--- src/rtl/dfrw_pkg.sv ---
// shared types and constants for the delayed feedback random walk step
package dfrw_pkg;

    // field widths
    localparam int RAND_W  = 16;
    localparam int WALK_W  = 7;
    localparam int DELAY_W = 9;
    localparam int RANGE_W = 6;
    localparam int GAIN_W  = 20;
    localparam int CIDX_W  = 3;
    localparam int CDAT_W  = 20;

    // configuration register indexes
    localparam logic [CIDX_W-1:0] REG_DELAY_A    = 3'd0;
    localparam logic [CIDX_W-1:0] REG_DELAY_B    = 3'd1;
    localparam logic [CIDX_W-1:0] REG_HALF_RANGE = 3'd2;
    localparam logic [CIDX_W-1:0] REG_FLAT_ZONE  = 3'd3;
    localparam logic [CIDX_W-1:0] REG_GAIN       = 3'd4;

    // reset values
    localparam int                 RST_DELAY_A    = 200;
    localparam int                 RST_DELAY_B    = 0;
    localparam logic [RANGE_W-1:0] RST_HALF_RANGE = 6'd50;
    localparam logic [RANGE_W-1:0] RST_FLAT_ZONE  = 6'd20;
    localparam logic [GAIN_W-1:0]  RST_GAIN       = 20'd276825;

    typedef logic signed [WALK_W-1:0] t_walk;

    // feedback shaping settings seen by the step logic
    typedef struct packed {
        logic [RANGE_W-1:0] half_range;
        logic [RANGE_W-1:0] flat_zone;
        logic [GAIN_W-1:0]  gain;
    } t_shape_cfg;

endpackage

--- src/rtl/dfrw_step.sv ---
// combinational step decision: feedback threshold, compare and saturating step
module dfrw_step (
    input  logic [dfrw_pkg::RAND_W-1:0] i_rand,
    input  dfrw_pkg::t_walk             i_cur,
    input  dfrw_pkg::t_walk             i_xa,
    input  dfrw_pkg::t_walk             i_xb,
    input  dfrw_pkg::t_shape_cfg        i_cfg,
    output dfrw_pkg::t_walk             o_next
);

    logic signed [8:0]  h_s;
    logic signed [8:0]  d_s;
    logic signed [8:0]  span;
    logic signed [8:0]  h_m_xa;
    logic signed [8:0]  h_p_xb;
    logic signed [8:0]  min_a;
    logic signed [8:0]  min_b;
    logic signed [8:0]  diff;
    logic        [29:0] prod;
    logic signed [22:0] thr;
    logic signed [22:0] rand_s;
    logic               step_up;
    logic signed [7:0]  cur8;
    logic signed [7:0]  inc8;
    logic signed [7:0]  dec8;
    logic signed [7:0]  h8;
    logic signed [7:0]  next8;

    // feedback difference from the two delayed values
    always_comb begin
        h_s    = $signed({3'b000, i_cfg.half_range});
        d_s    = $signed({3'b000, i_cfg.flat_zone});
        span   = h_s - d_s;
        h_m_xa = h_s - $signed({{2{i_xa[6]}}, i_xa});
        h_p_xb = h_s + $signed({{2{i_xb[6]}}, i_xb});
        min_a  = (span < h_m_xa) ? span : h_m_xa;
        min_b  = (span < h_p_xb) ? span : h_p_xb;
        diff   = min_a - min_b;
    end

    // scaled threshold, floor of the product over 256
    always_comb begin
        prod    = {{21{diff[8]}}, diff} * {10'd0, i_cfg.gain};
        thr     = $signed({prod[29], prod[29:8]}) + 23'sd32768;
        rand_s  = $signed({7'd0, i_rand});
        step_up = (rand_s < thr);
    end

    // saturating step
    always_comb begin
        cur8 = $signed({i_cur[6], i_cur});
        inc8 = cur8 + 8'sd1;
        dec8 = cur8 - 8'sd1;
        h8   = $signed({2'b00, i_cfg.half_range});
        if (step_up) begin
            next8 = (inc8 > h8) ? h8 : inc8;
        end else begin
            next8 = (dec8 < -h8) ? -h8 : dec8;
        end
        o_next = next8[6:0];
    end

endmodule

--- config.mk ---
export PLATFORM = sky130hd
export DESIGN_NAME = dfrw_step
export DESIGN_NICKNAME = d
export VERILOG_FILES = /design/src/rtl/dfrw_pkg.sv /design/src/rtl/dfrw_step.sv
export SDC_FILE = /design/constraint.sdc
export NUM_CORES = 1
export LEC_CHECK = 0
export BUFFER_PORTS_ARGS = -buffer_cell sky130_fd_sc_hd__buf_2
export CORE_ASPECT_RATIO = 1.1
export CORE_MARGIN = 3
export CORE_UTILIZATION = 40
export DETAILED_ROUTE_END_ITERATION = 10
export PLACE_DENSITY = 0.65
export SLEW_MARGIN = 25
export SYNTH_ARGS = -nofsm -noshare
export SYNTH_HDL_FRONTEND = slang
export SYNTH_SLANG_ARGS = --single-unit
--- constraint.sdc ---
create_clock -name vclk -period 38.1
set_clock_uncertainty 0.05 [all_clocks]
set_input_delay 3.81 -clock vclk [all_inputs]
set_output_delay 3.81 -clock vclk [all_outputs]
set_load 0.01 [all_outputs]
==> results by group <==
Critical path
  • CP startpoint: i_cfg[26]
  • CP Class: primary input to primary output
  • Setup crit end: o_next[0]
  • Max FO, Critical Path: 21
  • Crit-path most repeated cell: fa_1
  • Crit path DAT: 15.77 ns
  • Endpoint class of the critical path: primary output
  • Slowest CP cell: fa_1
  • Slowest cell delay on critical path: 0.58 ns
  • Crit path required time: 34.24 ns
  • Element type at the critical path start: primary input

Timing
  • Slew Viols, Final: 0
  • RSZ-0062 raised after global routing: false
  • Min Tclk post-route: 19.63 ns
  • Rel. slew slack: 0.3510
  • Final Hold Vio Count: 0
  • Setup TNS: 0 ns
  • Final period utilization: 0.5152
  • Fmax: 0.05094 GHz
  • Final setup violation count: 0
  • Slew of the pin with the lowest slew margin: 0.9727 ns

Global routing
  • Largest net degree at the start of global routing: 22
  • Vias in the first global route: 7279
  • Grt ovf: 0
  • Total GRT Usage: 0.1758
  • First-pass GRT wire length: 35.15 mm
  • Antenna violations before repair: 3

Synth
  • Top post-synthesis cells by area: fa_1 31%, ha_1 21%, and2_1 6.5%, inv_1 5.9%, nand2_1 3.7%
  • Largest area contributor in the netlist: fa_1
  • Xor and xnor fraction of the mapped netlist area: 0.05245
  • Post-Synth Adder-Cell Area: 0.5171
  • Cell Area, Synth: 0.008517 mm²
  • Compound-cell area share of the yosys netlist: 0.1337
  • Share of the synthesized area in the top cell type: 0.3056
  • Largest family of logic cells by synthesized area: adder cells
  • Post-synth top cells: 144 x ha_1, 133 x inv_1, 130 x fa_1
  • Mux contribution to synthesized area: 0.02747
  • Simple-gate share of the synthesized area: 0.1938
  • Syn Nets: 1336
  • Warnings, synthesis: 0
  • Post-synth cell types: 66
  • Register area share after synthesis: 0
  • Count leader, synth: ha_1
  • Syn Area/Cell: 8.577 µm²
  • Cells after synthesis: 993

Clock tree
  • Setup Fix Bufs, Post-CTS: 0
  • Resize count post-CTS: 0
  • Hold-fix buffers, CTS: 0

Routing
  • Wire per inst: 15.23 µm
  • Total Wirelength: 20.27 mm
  • DR pass1 iterations: 4
  • Drt drc: 0
  • Via count: 6907
  • DR iter-0 viols: 282
  • Remaining antenna violation count: 0
  • Vias per cell: 5.189

Layout
  • Reg area: 0 µm²
  • FF+latch count: 0
  • Clock buf count: 0
  • Final net count: 1388
  • Layout cells sized above 1: 0.1045
  • Area delta synth->final: 8.065%

Die
  • Core ar.: 0.02071 mm²
  • Die W: 145.1 µm
  • Ports: 76
  • Initial Utilization: 0.4112
  • Cell row count: 55
  • Die ar.: 0.02308 mm²
  • Die Ht: 159.0 µm

Status
  • Status: completed

Placed design
  • Final HPWL DP: 17.34 mm
  • IO buf count: 76
  • GP Congestion: 0.9066

Flow run
  • Max-cap viol count: 0

Min path
  • HP Class: primary input to primary output
[routing by layer]
metal	wire length (µm)	up-vias	track usage
li1	-	3401	-
met1	8764	3398	0.2323
met2	10710	94	0.3313
met3	615	14	0.006262
met4	184	0	0.01857
met5	0	-	0
[area by class of cell]
cell class	instances	area, µm²
Timing Repair Buffer	85	447.9
Tap cell	285	356.6
Fill cell	2046	11510
Multi-Input combinational cell	825	7893
Antenna cell	3	7.507
Inverter	133	499.2
[cells by family (layout without fill, tap and decap cells)]
family | count (synthesis) | after routing
buffers and inverters | 168 | 218
AO/OA/AOI/OAI | 172 | 172
multiplexers | 22 | 22
adder cells (fa/ha/maj) | 274 | 274
AND/OR/NAND/NOR | 306 | 306
other | 0 | 3
XOR/XNOR | 51 | 51
[worst min path at each step]
stage	startpoint	endpoint	slack [ns]	cells after the start
3_3_place_gp	i_cur[6]	o_next[6]	8.03	4
5_1_grt	i_cur[6]	o_next[6]	8.07	4
6_report	i_cur[6]	o_next[6]	8.04	4
2_1_floorplan	i_cur[6]	o_next[6]	7.72	2
4_1_cts	i_cur[6]	o_next[6]	8.04	4
3_5_place_dp	i_cur[6]	o_next[6]	8.04	4
[metrics by stage]
| step | hold WS [ns] | cells | instance area (µm²) | utilization | worst slack, ns |
|---|---|---|---|---|---|
| after floorplan | 7.720 | 993 | 8517 | - | 19.93 |
| after global placement | 8.028 | 1328 | 9196 | 0.4440 | 18.86 |
| after detailed placement | 8.043 | 1328 | 9196 | 0.4440 | 18.58 |
| after CTS | 8.044 | 1328 | 9196 | 0.4440 | 18.50 |
| after global routing | 8.071 | 1331 | 9204 | 0.4443 | 17.51 |
| final | 8.044 | 1331 | 9204 | 0.4443 | 18.47 |
[worst max-delay path, delay by kind of cell]
family	cells	cell delay, ns
AO/OA/AOI/OAI	15	3.44
XOR/XNOR	1	0.19
adder cells (fa/ha/maj)	12	4.59
buffers and inverters	8	0.96
multiplexers	3	0.63
AND/OR/NAND/NOR	10	2.15
[cells in the final DEF (no fill, tap or decap), types with 26 or more instances in the layout]
cell | Yosys | routed
nor2_1 | 38 | 38
and2_1 | 88 | 88
fa_1 | 130 | 130
a21o_1 | 30 | 30
nand2b_1 | 26 | 26
xnor2_1 | 33 | 32
o21ai_0 | 36 | 36
nand2_1 | 83 | 83
ha_1 | 144 | 144
inv_1 | 133 | 133
a21oi_1 | 51 | 51
buf_2 | 4 | 76
Power is not shown: default switching activity piles up to over one toggle a cycle in this logic, so the estimate is an artifact.
